File: src/rtl/core/dtls_pkg.sv
// Package for the density traffic light sequencer: request types, register
// indexes, phase codes, reset values and the lamp and segment tables.
// No dependencies.
package dtls_pkg;

  localparam int unsigned CFG_ADDR_W = 3;
  localparam int unsigned CFG_DATA_W = 4;
  localparam int unsigned TICK_W     = 4;
  localparam int unsigned TOTAL_W    = 5;

  localparam logic [CFG_ADDR_W-1:0] REG_YELLOW_TIME = 3'd0;
  localparam logic [CFG_ADDR_W-1:0] REG_GREEN_EMPTY = 3'd1;
  localparam logic [CFG_ADDR_W-1:0] REG_GREEN_ONE   = 3'd2;
  localparam logic [CFG_ADDR_W-1:0] REG_GREEN_TWO   = 3'd3;
  localparam logic [CFG_ADDR_W-1:0] REG_GREEN_FULL  = 3'd4;

  localparam logic [TICK_W-1:0] RST_YELLOW_TIME = 4'd2;
  localparam logic [TICK_W-1:0] RST_GREEN_EMPTY = 4'd3;
  localparam logic [TICK_W-1:0] RST_GREEN_ONE   = 4'd5;
  localparam logic [TICK_W-1:0] RST_GREEN_TWO   = 4'd7;
  localparam logic [TICK_W-1:0] RST_GREEN_FULL  = 4'd9;

  localparam logic [1:0] PH_VERT_GREEN   = 2'd0;
  localparam logic [1:0] PH_VERT_YELLOW  = 2'd1;
  localparam logic [1:0] PH_HORIZ_GREEN  = 2'd2;
  localparam logic [1:0] PH_HORIZ_YELLOW = 2'd3;

  localparam logic [2:0] SENS_EMPTY = 3'b111;
  localparam logic [2:0] SENS_ONE   = 3'b110;
  localparam logic [2:0] SENS_TWO   = 3'b100;
  localparam logic [2:0] SENS_FULL  = 3'b000;

  localparam logic [7:0] SEG_BLANK = 8'hff;
  localparam logic [TOTAL_W-1:0] DIGIT_MAX = 5'd9;

  typedef struct packed {
    logic [2:0] horiz_sensors;
    logic [2:0] vert_sensors;
  } in_req_t;

  typedef struct packed {
    logic [5:0] lamps;
    logic [7:0] first_digit;
    logic [7:0] second_digit;
    logic [1:0] phase;
  } out_req_t;

  function automatic logic [7:0] seg_code(input logic [3:0] digit);
    logic [7:0] code;
    case (digit)
      4'd0: code = 8'h3f;
      4'd1: code = 8'h06;
      4'd2: code = 8'h5b;
      4'd3: code = 8'h4f;
      4'd4: code = 8'h66;
      4'd5: code = 8'h6d;
      4'd6: code = 8'h7d;
      4'd7: code = 8'h07;
      4'd8: code = 8'h7f;
      4'd9: code = 8'hef;
      default: code = 8'h00;
    endcase
    return code;
  endfunction

  function automatic logic [5:0] lamp_pattern(input logic [1:0] ph);
    logic [5:0] lamps;
    case (ph)
      PH_VERT_GREEN:   lamps = 6'h33;
      PH_VERT_YELLOW:  lamps = 6'h35;
      PH_HORIZ_GREEN:  lamps = 6'h1e;
      PH_HORIZ_YELLOW: lamps = 6'h2e;
      default:         lamps = 6'h33;
    endcase
    return lamps;
  endfunction

endpackage

File: src/rtl/core/density_traffic_light_sequencer.sv
// Top level of the density traffic light sequencer: phase counters, sensor
// sampling, digit latches and the result register. Uses dtls_pkg.
// A result is registered in the output register when its request is accepted.
// Throughput: one request per cycle while out_ready is high; the output register frees itself as it is read.
// Reset (synchronous, rst_n low) restores the register defaults, the phase
// state, the green times and blank digit latches, and empties the output.
module density_traffic_light_sequencer
  import dtls_pkg::*;
(
  input  logic                  clk,
  input  logic                  rst_n,
  input  logic                  in_valid,
  output logic                  in_ready,
  input  in_req_t               in_data,
  output logic                  out_valid,
  input  logic                  out_ready,
  output out_req_t              out_data,
  input  logic                  cfg_we,
  input  logic [CFG_ADDR_W-1:0] cfg_addr,
  input  logic [CFG_DATA_W-1:0] cfg_wdata
);

  logic [TICK_W-1:0]  yellow_time_r, green_empty_r, green_one_r, green_two_r, green_full_r;
  logic [1:0]         phase_r, phase_nxt;
  logic               start_r, start_nxt;
  logic [TOTAL_W-1:0] total_r, total_nxt;
  logic [TICK_W-1:0]  count_r, count_nxt;
  logic [TICK_W-1:0]  horiz_green_r, horiz_green_nxt;
  logic [TICK_W-1:0]  vert_green_r, vert_green_nxt;
  logic [7:0]         first_latch_r, first_latch_nxt;
  logic [7:0]         second_latch_r, second_latch_nxt;
  logic               out_valid_r;
  out_req_t           out_data_r, out_data_nxt;

  logic               accept;
  logic [TICK_W-1:0]  yellow_eff, green_sel, green_eff, count_cur;
  logic [TOTAL_W-1:0] total_cur, first_val, second_val;

  function automatic logic [TICK_W-1:0] depth_to_green(input logic [2:0] pins,
                                                       input logic [TICK_W-1:0] prev,
                                                       input logic [TICK_W-1:0] g_empty,
                                                       input logic [TICK_W-1:0] g_one,
                                                       input logic [TICK_W-1:0] g_two,
                                                       input logic [TICK_W-1:0] g_full);
    logic [TICK_W-1:0] g;
    case (pins)
      SENS_EMPTY: g = g_empty;
      SENS_ONE:   g = g_one;
      SENS_TWO:   g = g_two;
      SENS_FULL:  g = g_full;
      default:    g = prev;
    endcase
    return g;
  endfunction

  function automatic logic [7:0] latch_digit(input logic [7:0] latch,
                                             input logic [TOTAL_W-1:0] value);
    logic [7:0] res;
    res = latch;
    if (value <= DIGIT_MAX) begin
      res = SEG_BLANK - seg_code(value[3:0]);
    end
    return res;
  endfunction

  assign in_ready  = !out_valid_r || out_ready;
  assign accept    = in_valid && in_ready;
  assign out_valid = out_valid_r;
  assign out_data  = out_data_r;

  always_comb begin
    horiz_green_nxt = horiz_green_r;
    vert_green_nxt  = vert_green_r;
    count_cur       = count_r;
    total_cur       = total_r;
    yellow_eff      = (yellow_time_r == '0) ? TICK_W'(1) : yellow_time_r;
    green_sel       = '0;
    green_eff       = '0;
    if (start_r) begin
      if (!phase_r[0]) begin
        horiz_green_nxt = depth_to_green(in_data.horiz_sensors, horiz_green_r, green_empty_r,
                                         green_one_r, green_two_r, green_full_r);
        vert_green_nxt  = depth_to_green(in_data.vert_sensors, vert_green_r, green_empty_r,
                                         green_one_r, green_two_r, green_full_r);
        green_sel = (phase_r == PH_VERT_GREEN) ? vert_green_nxt : horiz_green_nxt;
        green_eff = (green_sel == '0) ? TICK_W'(1) : green_sel;
        count_cur = green_eff;
        total_cur = TOTAL_W'(green_eff) + TOTAL_W'(yellow_eff);
      end else begin
        count_cur = yellow_eff;
      end
    end

    if (phase_r < PH_HORIZ_GREEN) begin
      first_val  = total_cur;
      second_val = TOTAL_W'(count_cur);
    end else begin
      first_val  = TOTAL_W'(count_cur);
      second_val = total_cur;
    end
    first_latch_nxt  = latch_digit(first_latch_r, first_val);
    second_latch_nxt = latch_digit(second_latch_r, second_val);

    out_data_nxt.lamps        = lamp_pattern(phase_r);
    out_data_nxt.first_digit  = first_latch_nxt;
    out_data_nxt.second_digit = second_latch_nxt;
    out_data_nxt.phase        = phase_r;

    count_nxt = (count_cur == '0) ? '0 : count_cur - TICK_W'(1);
    total_nxt = (total_cur == '0) ? '0 : total_cur - TOTAL_W'(1);
    if (count_nxt == '0) begin
      phase_nxt = phase_r + 2'd1;
      start_nxt = 1'b1;
    end else begin
      phase_nxt = phase_r;
      start_nxt = 1'b0;
    end
  end

  always_ff @(posedge clk) begin
    if (!rst_n) begin
      yellow_time_r <= RST_YELLOW_TIME;
      green_empty_r <= RST_GREEN_EMPTY;
      green_one_r   <= RST_GREEN_ONE;
      green_two_r   <= RST_GREEN_TWO;
      green_full_r  <= RST_GREEN_FULL;
    end else if (cfg_we) begin
      case (cfg_addr)
        REG_YELLOW_TIME: yellow_time_r <= cfg_wdata;
        REG_GREEN_EMPTY: green_empty_r <= cfg_wdata;
        REG_GREEN_ONE:   green_one_r   <= cfg_wdata;
        REG_GREEN_TWO:   green_two_r   <= cfg_wdata;
        REG_GREEN_FULL:  green_full_r  <= cfg_wdata;
        default: begin
        end
      endcase
    end
  end

  always_ff @(posedge clk) begin
    if (!rst_n) begin
      phase_r        <= PH_VERT_GREEN;
      start_r        <= 1'b1;
      total_r        <= '0;
      count_r        <= '0;
      horiz_green_r  <= RST_GREEN_EMPTY;
      vert_green_r   <= RST_GREEN_EMPTY;
      first_latch_r  <= SEG_BLANK;
      second_latch_r <= SEG_BLANK;
      out_valid_r    <= 1'b0;
    end else begin
      if (accept) begin
        phase_r        <= phase_nxt;
        start_r        <= start_nxt;
        total_r        <= total_nxt;
        count_r        <= count_nxt;
        horiz_green_r  <= horiz_green_nxt;
        vert_green_r   <= vert_green_nxt;
        first_latch_r  <= first_latch_nxt;
        second_latch_r <= second_latch_nxt;
        out_valid_r    <= 1'b1;
      end else if (out_ready) begin
        out_valid_r    <= 1'b0;
      end
    end
  end

  always_ff @(posedge clk) begin
    if (accept) begin
      out_data_r <= out_data_nxt;
    end
  end

  a_start_count_zero: assert property (@(posedge clk) disable iff (!rst_n)
    start_r |-> count_r == '0)
    else $error("phase load pending while the phase count is nonzero");

  a_phase_advance: assert property (@(posedge clk) disable iff (!rst_n)
    accept && !start_r && count_r == TICK_W'(1)
      |=> start_r && phase_r == $past(phase_r) + 2'd1)
    else $error("phase did not advance when its count ran out");

  a_lamps_match_phase: assert property (@(posedge clk) disable iff (!rst_n)
    out_valid_r |-> out_data_r.lamps == lamp_pattern(out_data_r.phase))
    else $error("lamp pattern does not match the reported phase");

endmodule
File: config.mk
export PLATFORM = sky130hd
export DESIGN_NAME = density_traffic_light_sequencer
export DESIGN_NICKNAME = d
export VERILOG_FILES = /design/src/rtl/core/dtls_pkg.sv /design/src/rtl/core/density_traffic_light_sequencer.sv
export SDC_FILE = /design/constraint.sdc
export NUM_CORES = 1
export LEC_CHECK = 0
export ABC_AREA = 1
export BUFFER_PORTS_ARGS = -buffer_cell sky130_fd_sc_hd__buf_2
export CAP_MARGIN = 20
export CORE_UTILIZATION = 40
export CTS_CLUSTER_DIAMETER = 200
export CTS_CLUSTER_SIZE = 16
export DETAILED_ROUTE_END_ITERATION = 10
export SETUP_SLACK_MARGIN = 0.1
export SYNTH_ARGS = -nofsm -noshare
export SYNTH_HDL_FRONTEND = slang
export SYNTH_SLANG_ARGS = --single-unit
File: constraint.sdc
create_clock -name clk -period 4.44 [get_ports clk]
set_input_delay 0.222 -clock clk [delete_from_list [all_inputs] [get_ports clk]]
set_output_delay 0.222 -clock clk [all_outputs]
set_load 0.05 [all_outputs]
After elaboration in Yosys (flattened, before gate mapping)
Memory sizes are Yosys's and may differ from the RTL's.
Cells that the tools add are included.
{"block": "totals", "n_memories": 2, "out_inout_bits": 26, "rom_bits": 256, "elab_cells": 88, "ff_bits": 81, "inputBits": 18}
{"name": "(no name shown)", "depth": 16, "width": 8, "read_ports": 1, "rd_ports_with_merged_regs": 0, "write_ports": 0, "line": "dtls_pkg.sv:50", "source": "case (digit)"}
{"name": "(no name shown)", "depth": 16, "width": 8, "read_ports": 1, "rd_ports_with_merged_regs": 0, "write_ports": 0, "line": "dtls_pkg.sv:50"}
{"block": "op_classes", "bitwise_logic": 1, "eq_ne": 13, "reduce_logical": 20, "magnitude_cmp": 3, "mux": 25, "addsub": 6}
{"op": "2-to-1 mux 4 bit", "n": 10}
{"op": "2-to-1 mux 8 bit", "n": 4}
{"op": "case mux 4 bit (4 select lines)", "n": 2}
{"op": "2-to-1 mux 5 bit", "n": 5}
{"op": "case mux 6 bit (4 select lines)", "n": 1}
{"op": "== test 3 bit, second input constant", "n": 7}
{"op": "logical NOT 4 bit", "n": 4}
{"op": "subtractor 8 bit, first input constant", "n": 2}
{"op": "AND reduction 2 bit", "n": 6}
{"op": "less-or-equal comparator 5 x 4 -> 1 bit, second input constant", "n": 2}
{"op": "logical NOT 3 bit", "n": 3}
{"op": "== test 3 x 2 -> 1 bit, second input constant", "n": 2}
{"op": "adder 4 x 4 -> 5 bit", "n": 1}
{"op": "logical NOT 5 bit", "n": 1}
{"op": "subtractor 5 x 1 -> 5 bit, second input constant", "n": 1}
{"op": "== test 2 bit, second input constant", "n": 2}
{"op": "subtractor 4 x 1 -> 4 bit, second input constant", "n": 1}
{"op": "== test 3 x 1 -> 1 bit, second input constant", "n": 1}
{"op": "2-to-1 mux 1 bit", "n": 3}
{"op": "AND reduction 3 bit", "n": 1}
{"op": "adder 2 x 1 -> 2 bit, second input constant", "n": 1}
{"op": "== test 2 x 1 -> 1 bit, second input constant", "n": 1}
{"op": "logical NOT 2 bit", "n": 1}
{"op": "less-than comparator 2 bit, second input constant", "n": 1}
{"op": "other kinds (5)", "n": 5}

Longest topological paths before layout
Gate-level depths: netlist of the first run.
{"block": "depth", "word_depth": 15, "mapped_depth": 27, "depth_no_buf": 27}

Worst setup path after synthesis of the first run
No wires, ideal clock.
{"block": "synth_path", "path_kind": "reg2reg", "start": "register phase_r[0]", "end": "register out_data_r, in the netlist out_data[5] (data pin)", "path_buffers": 0, "period_less_slack_ns": 3.838, "required_ns": 4.185, "slack_ns": 0.602, "setup_ns": 0.255, "stages_incl_launch_ff": 20, "arrival_time_ns": 3.584, "path_cell_list": "dfxtp_1 > clkinv_1 > ha_1 > inv_1 > nand3_1 > nand2_1 > nand3_1 > nand2_1 > ha_1 > fa_1 > mux2i_1 > nand2_1 > nand2_2 > inv_1 > ha_1 > nand3b_1 > nand3_1 > nand2_1 > nand3b_1 > and2_1"}
{"element": "from (decl)", "line": "density_traffic_light_sequencer.sv:24", "source": "logic [1:0] phase_r, phase_nxt;"}
{"element": "from (signal assigned)", "line": "density_traffic_light_sequencer.sv:153", "source": "phase_r <= phase_nxt;"}
{"element": "to (signal assigned)", "line": "density_traffic_light_sequencer.sv:170", "source": "out_data_r <= out_data_nxt;"}
{"element": "to (decl)", "line": "density_traffic_light_sequencer.sv:33", "source": "out_req_t out_data_r, out_data_nxt;"}

==> results of run 1 <==
==> final cells by class <==
cell class / instances / area [µm²]
timing repair buffer: 49 / 260.3
clock buffer: 14 / 285.3
fill: 1157 / 6088
multi-input combinational: 470 / 2594
sequential: 81 / 1863
tap: 143 / 178.9
clock inverter: 2 / 10.01
inverter: 89 / 334.1
==> critical path: stages (launching register included) <==
cell and delay (ns):
dfxtp_2 0.46, clkinv_1 0.13, ha_1 0.26, inv_1 0.13
nand3_1 0.09, nand2_1 0.13, nand3_1 0.09, nand2_1 0.09
ha_1 0.19, fa_1 0.42, mux2i_1 0.36, nand2_1 0.11
nand2_2 0.19, inv_1 0.09, ha_1 0.29, nand3b_1 0.17
nand3_1 0.09, nand2_1 0.04, nand3b_1 0.16, and2_1 0.16
==> flip-flops by register name, summed over array words and instances (netlist names), 2 cells and up <==
| signal | count |
|---|---|
| green_full_r | 4 |
| out_data | 24 |
| vert_green_r | 4 |
| phase_r | 2 |
| green_empty_r | 4 |
| green_two_r | 4 |
| second_latch_r | 8 |
| total_r | 5 |
| green_one_r | 4 |
| yellow_time_r | 4 |
| count_r | 4 |
| first_latch_r | 8 |
| horiz_green_r | 4 |
==> power by group through the flow <==
| stage | combinational (µW) | sequential [µW] | clock [µW] |
|---|---|---|---|
| finish | 2280 | 1080 | 729 |
| global route | 2560 | 1090 | 778 |
| CTS | 2280 | 1080 | 745 |
| detailed placement | 2270 | 1090 | 0 |
| global placement | 2230 | 1090 | 0 |
| floorplan | 1540 | 1380 | 0 |
==> Yosys cell counts <==
library cell    n
nor3_1          5
xnor2_1         2
o22ai_1         1
edfxtp_1       24
o31ai_1         2
a21boi_2        2
a21boi_1        1
o21bai_2        1
fa_1            1
ha_1           25
nor2_1         63
clkinv_1        5
inv_1          78
mux2i_1         1
nand3_2         4
o21bai_1        2
o21ai_0        28
o21ai_2         1
o211ai_1        5
or2_0           2
and2_1         13
buf_4           1
nand3b_1       14
nor2_4          5
a21oi_1        43
or2_2           6
nand2_2        24
xor2_1          3
nand3_4         2
nand3_1        53
clkbuf_1       11
buf_2           2
o21ai_1         3
a2bb2oi_1       1
inv_2           6
a31o_2          1
dfxtp_1        57
nor2_2          1
nand4_1         4
nand2_4         7
nand2_1       144
==> worst max path at each step <==
stage | from | end | slack [ns] | cells after the start
floorplan | phase_r[0] | out_data[5] | 0.60 | 19
global placement | phase_r[0] | out_data[5] | 0.58 | 19
detailed placement | phase_r[0] | out_data[5] | 0.46 | 19
CTS | phase_r[0] | out_data[5] | 0.37 | 19
global route | phase_r[0] | out_data[13] | 0.20 | 19
finish | phase_r[0] | out_data[5] | 0.53 | 19
==> cell families (layout without fill, tap and decap cells) <==
logic type               Yosys count  after routing  synth area share [%]
buffers and inverters            103            154                 8.103
adder cells (fa/ha/maj)           26             26                 6.865
AO/OA/AOI/OAI                     91             91                 10.55
XOR/XNOR                           5              5                0.9034
multiplexers                       1              1                0.2065
flip-flops                        81             81                 38.40
AND/OR/NAND/NOR                  347            347                 34.97
==> repair_timing <==
action	4_1_cts	5_1_grt
gates resized for setup	0	1
hold buffers	0	0
hold endpoints to repair	0	0
endpoints found under the setup margin	0	6
==> metrics by stage <==
step                      util (%)  cell area [µm²]
final                        47.58             5525
after CTS                    47.57             5524
after detailed placement     45.02             5229
after global placement       45.02             5229
after floorplan                  -             4848
after global routing         47.58             5525
==> per-layer routing <==
| layer | wire [µm] | part of all wire [%] | vias up |
|---|---|---|---|
| li1 | - | - | 2198 |
| met1 | 5308 | 49 | 1935 |
| met2 | 4888 | 45 | 75 |
| met3 | 415 | 3.8 | 14 |
| met4 | 183 | 1.7 | 0 |
| met5 | 0 | 0 | - |
==> metrics.csv, run 1 <==
stage,metric,value,unit
status,status,finished with violations,
status,failed_checks,DRC,
placed_design,dp_hpwl,7980,µm
power_and_ir_drop,sw_frac_of_total,45.67,%
cts,cts_buffer_depth,2,
grt,track_usage,18.26,%
worst_setup_path,start_kind,register,
grt,grt_pass1_vias,3873,
worst_setup_path,end_kind,register,
synth,syn-num-nets,698,
final_layout,syn_to_final_growth,13.96,%
grt,grt_use_met1,23.63,%
worst_setup_path,cp.required,4.54,ns
sta,drv_slew,0,
die,die_x,112.1,µm
min_path,min_to,green_full_r[0],
power_and_ir_drop,totalPowerFinal,4085,µW
grt,overflow,0,
grt,grt.busiest_layer,met2,
route,drtAntennaViolNets,0,
power_and_ir_drop,clockPowerShare,17.9,%
grt,grt_max_degree,51,
route,drc,3,
sta,final-hold-violation-count,0,
cts,htreeDepth,3,
grt,grtUsageMet2,29.36,%
sta,holdWs,0.1598,ns
worst_setup_path,rr_worst_depth,19,
route,drt_iter0_markers,290,
placed_design,gp_congestion,0.8597,
route,wirelength,10800,µm
sta,clock.fmax,255.6,MHz
sta,period_share,88.11,%
worst_setup_path,crit_arrival,4.01,ns
route,viasPerCell,4.979,
final_layout,antennaDiodeCount,0,
grt,use_met3,3.888,%
sta,slew_headroom,49.64,%
final_layout,drive_gt1_share,17.59,%
final_layout,instances_no_fill,848,
synth,ys_top_cells_by_area,"dfxtp_1 (24%), edfxtp_1 (15%), nand2_1 (11%), ha_1 (6.5%), inv_1 (6.0%)",
cts,cts-root-buf,clkbuf_16,
cts,cts_tree,yes,
placed_design,place.port_buffers,43,
min_path,hold_start,cfg_wdata[0],
cts,cts_made_buffers,9,
sta,grt_setup_unrepaired,false,
worst_setup_path,crit_type,register to register,
power_and_ir_drop,comb_power_share,55.8,%
worst_setup_path,worstPathMaxFanout,10,
die,die_area,12570,µm²
synth,ys_types,41,
synth,synth_top_area_cell,dfxtp_1,
route,avgRoutedWirePerCell,12.73,µm
power_and_ir_drop,pwr-share-seq,26.4,%
power_and_ir_drop,power.leakage,0.002689,µW
synth,syn_area,4848,µm²
sta,finalSetupViolations,0,
final_layout,layout_commonest_cell,nand2_1,
die,core-area,11610,µm²
sta,worst_slack,0.5281,ns
synth,ys_ff_latch,81,
worst_setup_path,ff2ff_setup_slack,0.53,ns
die,io_pins,44,
cts,cts.sinks,81,
power_and_ir_drop,peakVddDrop,0.0002443,V
grt,grt_pass1_wl,18290,µm
run,drv_cap,0,
power_and_ir_drop,p_int,2219,µW
sta,min_period,3.912,ns
synth,yosysTopAreaCellShare,23.54,%
die,floorplan.initialDensity,41.75,%
power_and_ir_drop,power.density,739.3,nW/µm²
power_and_ir_drop,p_sw,1866,µW
die,die_y,112.1,µm
worst_setup_path,r2r-start,phase_r[0],
die,rows,39,
sta,worst-slew-pin-transition,0.7496,ns
synth,synth-seq-area-share,38.40,%
cts,clk_pin_slew_worst_paths,0.06,ns
placed_design,dp.cells,832,
sta,tns,0,ns
synth,yosys_warnings,0,
cts,clock_latency,0.35,ns
final_layout,num-nets-final,744,
grt,grt_antenna_before_repair,0,
route,dr.pass1.iters,8,
final_layout,mostFrequentLayoutCells,"nand2_1 (144), inv_1 (78), nor2_1 (63)",
worst_setup_path,r2r-end,out_data[5],
min_path,hold-path-cell-count,3,
synth,avgSynthCellArea,7.413,µm²
min_path,min_path_type,primary input to register,
cts,post_cts_buffers,0,
route,vias,4222,
sta,fin_skew,0.008558,ns
placed_design,post-place-ws,0.4575,ns
synth,synth_cells,654,
Power figures use the tool's default switching activity.
==> run 2, diff against run 1 <==
==> constraint.sdc (replaced) <==
create_clock -name clk -period 4.35 [get_ports clk]
set_input_delay 0.2175 -clock clk [delete_from_list [all_inputs] [get_ports clk]]
set_output_delay 0.2175 -clock clk [all_outputs]
set_load 0.05 [all_outputs]
==> metrics.csv, run 2 (synthesis results as in run 1) <==
stage,metric,value,unit
final_layout,num-nets-final,745,
power_and_ir_drop,power.density,753.0,nW/µm²
die,rows,39,
grt,grt_pass1_wl,18610,µm
cts,clock_latency,0.35,ns
power_and_ir_drop,peakVddDrop,0.0002646,V
power_and_ir_drop,comb_power_share,55.6,%
route,avgRoutedWirePerCell,12.66,µm
cts,cts-root-buf,clkbuf_16,
sta,slew_headroom,52.12,%
route,drc,3,
cts,cts_tree,yes,
power_and_ir_drop,p_sw,1891,µW
sta,holdWs,0.1494,ns
power_and_ir_drop,clockPowerShare,18.2,%
grt,track_usage,18.58,%
status,status,finished with violations,
placed_design,dpl_cell_area,5236,µm²
die,die_area,12570,µm²
run,drv_cap,0,
cts,cts_made_buffers,9,
placed_design,dp.cells,833,
grt,grt_max_degree,38,
final_layout,drive_gt1_share,17.71,%
route,viasPerCell,4.952,
route,wirelength,10750,µm
placed_design,gp_congestion,0.8896,
min_path,hold-path-cell-count,3,
sta,clock.fmax,276.2,MHz
die,io_pins,44,
min_path,min_path_type,primary input to register,
power_and_ir_drop,totalPowerFinal,4167,µW
power_and_ir_drop,power.leakage,0.002687,µW
final_layout,antennaDiodeCount,0,
final_layout,syn_to_final_growth,14.14,%
power_and_ir_drop,p_int,2276,µW
placed_design,place.port_buffers,43,
final_layout,instances_no_fill,849,
worst_setup_path,rr_worst_depth,19,
die,die_x,112.1,µm
grt,overflow,0,
power_and_ir_drop,sw_frac_of_total,45.38,%
worst_setup_path,cp.required,4.45,ns
worst_setup_path,worstPathMaxFanout,7,
status,failed_checks,DRC,
final_layout,largest_reg_flops,24,
sta,min_period,3.621,ns
sta,worst-slew-pin-transition,0.7127,ns
final_layout,layout_commonest_cell,nand2_1,
route,dr.pass1.iters,8,
cts,post_cts_buffers,0,
worst_setup_path,end_kind,register,
cts,clk_pin_slew_worst_paths,0.06,ns
cts,cts.sinks,81,
sta,final-hold-violation-count,0,
sta,grt_setup_unrepaired,false,
route,drt_iter0_markers,264,
placed_design,dp_hpwl,8115,µm
cts,hold_buffers,0,
worst_setup_path,crit_arrival,3.72,ns
cts,cts_buffer_depth,2,
final_layout,mostFrequentLayoutCells,"nand2_1 (144), inv_1 (78), nor2_1 (63)",
die,floorplan.initialDensity,41.75,%
grt,grt_antenna_before_repair,0,
sta,fin_skew,0.006951,ns
sta,drv_slew,0,
route,vias,4204,
route,drtAntennaViolNets,0,
grt,grt_pass1_vias,4058,
cts,cts_resized,0,
sta,period_share,83.24,%
final_layout,design_area,5534,µm²
sta,tns,0,ns
die,die_y,112.1,µm
power_and_ir_drop,pwr-share-seq,26.1,%
cts,htreeDepth,3,
die,core-area,11610,µm²
sta,finalSetupViolations,0,
worst_setup_path,start_kind,register,
worst_setup_path,crit_type,register to register,
run 2: changes by cell type in the layout (fill, tap and decap cells not counted), sizes merged:
cell      before  now
bufinv         0    1
clkinvlp       0    2
buf           49   50
clkbuf        14   11
run 2: through the flow:
stage,worst slack (ns),util (%)
final,0.7293,47.65
after detailed placement,0.6626,45.09
after global placement,0.7222,45.09
after CTS,0.7050,47.65
after floorplan,0.5116,-
after global routing,0.3546,47.65
run 2: path summary, 6_finish.rpt:
| kind | slack, ns | end | start |
|---|---|---|---|
| setup / recovery | 0.73 | out_data[13] | phase_r[0] |
| hold / removal | 0.15 | green_full_r[0] | cfg_wdata[0] |
| setup reg to reg | 0.73 | out_data[13] | phase_r[0] |
| hold reg to reg | 0.46 | yellow_time_r[0] | yellow_time_r[0] |
run 2: layout make-up:
cell class / count / area (µm²)
clock buffer: 11 / 242.7
clock inverter: 5 / 55.05
sequential: 81 / 1862
inverter: 89 / 334.1
tap: 143 / 178.9
timing repair buffer: 50 / 267.8
multi-input combinational: 470 / 2594
fill: 1172 / 6080
run 2: critical path: stages, from the launching register on:
cell      delay (ns)
dfxtp_1         0.33
clkinv_1        0.08
ha_1            0.26
inv_1           0.14
nand3_1         0.09
nand2_1         0.12
nand3_1         0.09
nand2_1         0.09
ha_1            0.19
fa_1            0.41
mux2i_1         0.29
nand2_1         0.11
nand2_2         0.16
inv_1           0.08
ha_1            0.29
nand3b_1        0.18
nand3_1         0.10
nand2_1         0.04
nand3b_1        0.16
and2_1          0.16
run 2: power by group through the flow:
stage	Sequential (µW)	Combinational (µW)	Clock (µW)
final	1090	2320	759
after global routing	1110	2640	803
after CTS	1090	2330	779
after detailed placement	1110	2330	0
after global placement	1100	2290	0
after floorplan	1410	1570	0
run 2: routing by layer:
layer	track usage [%]	up-vias	wire length, µm
li1	-	2194	-
met1	23.97	1937	5313
met2	29.65	63	4820
met3	3.888	10	451
met4	9.067	0	161
met5	0	-	0
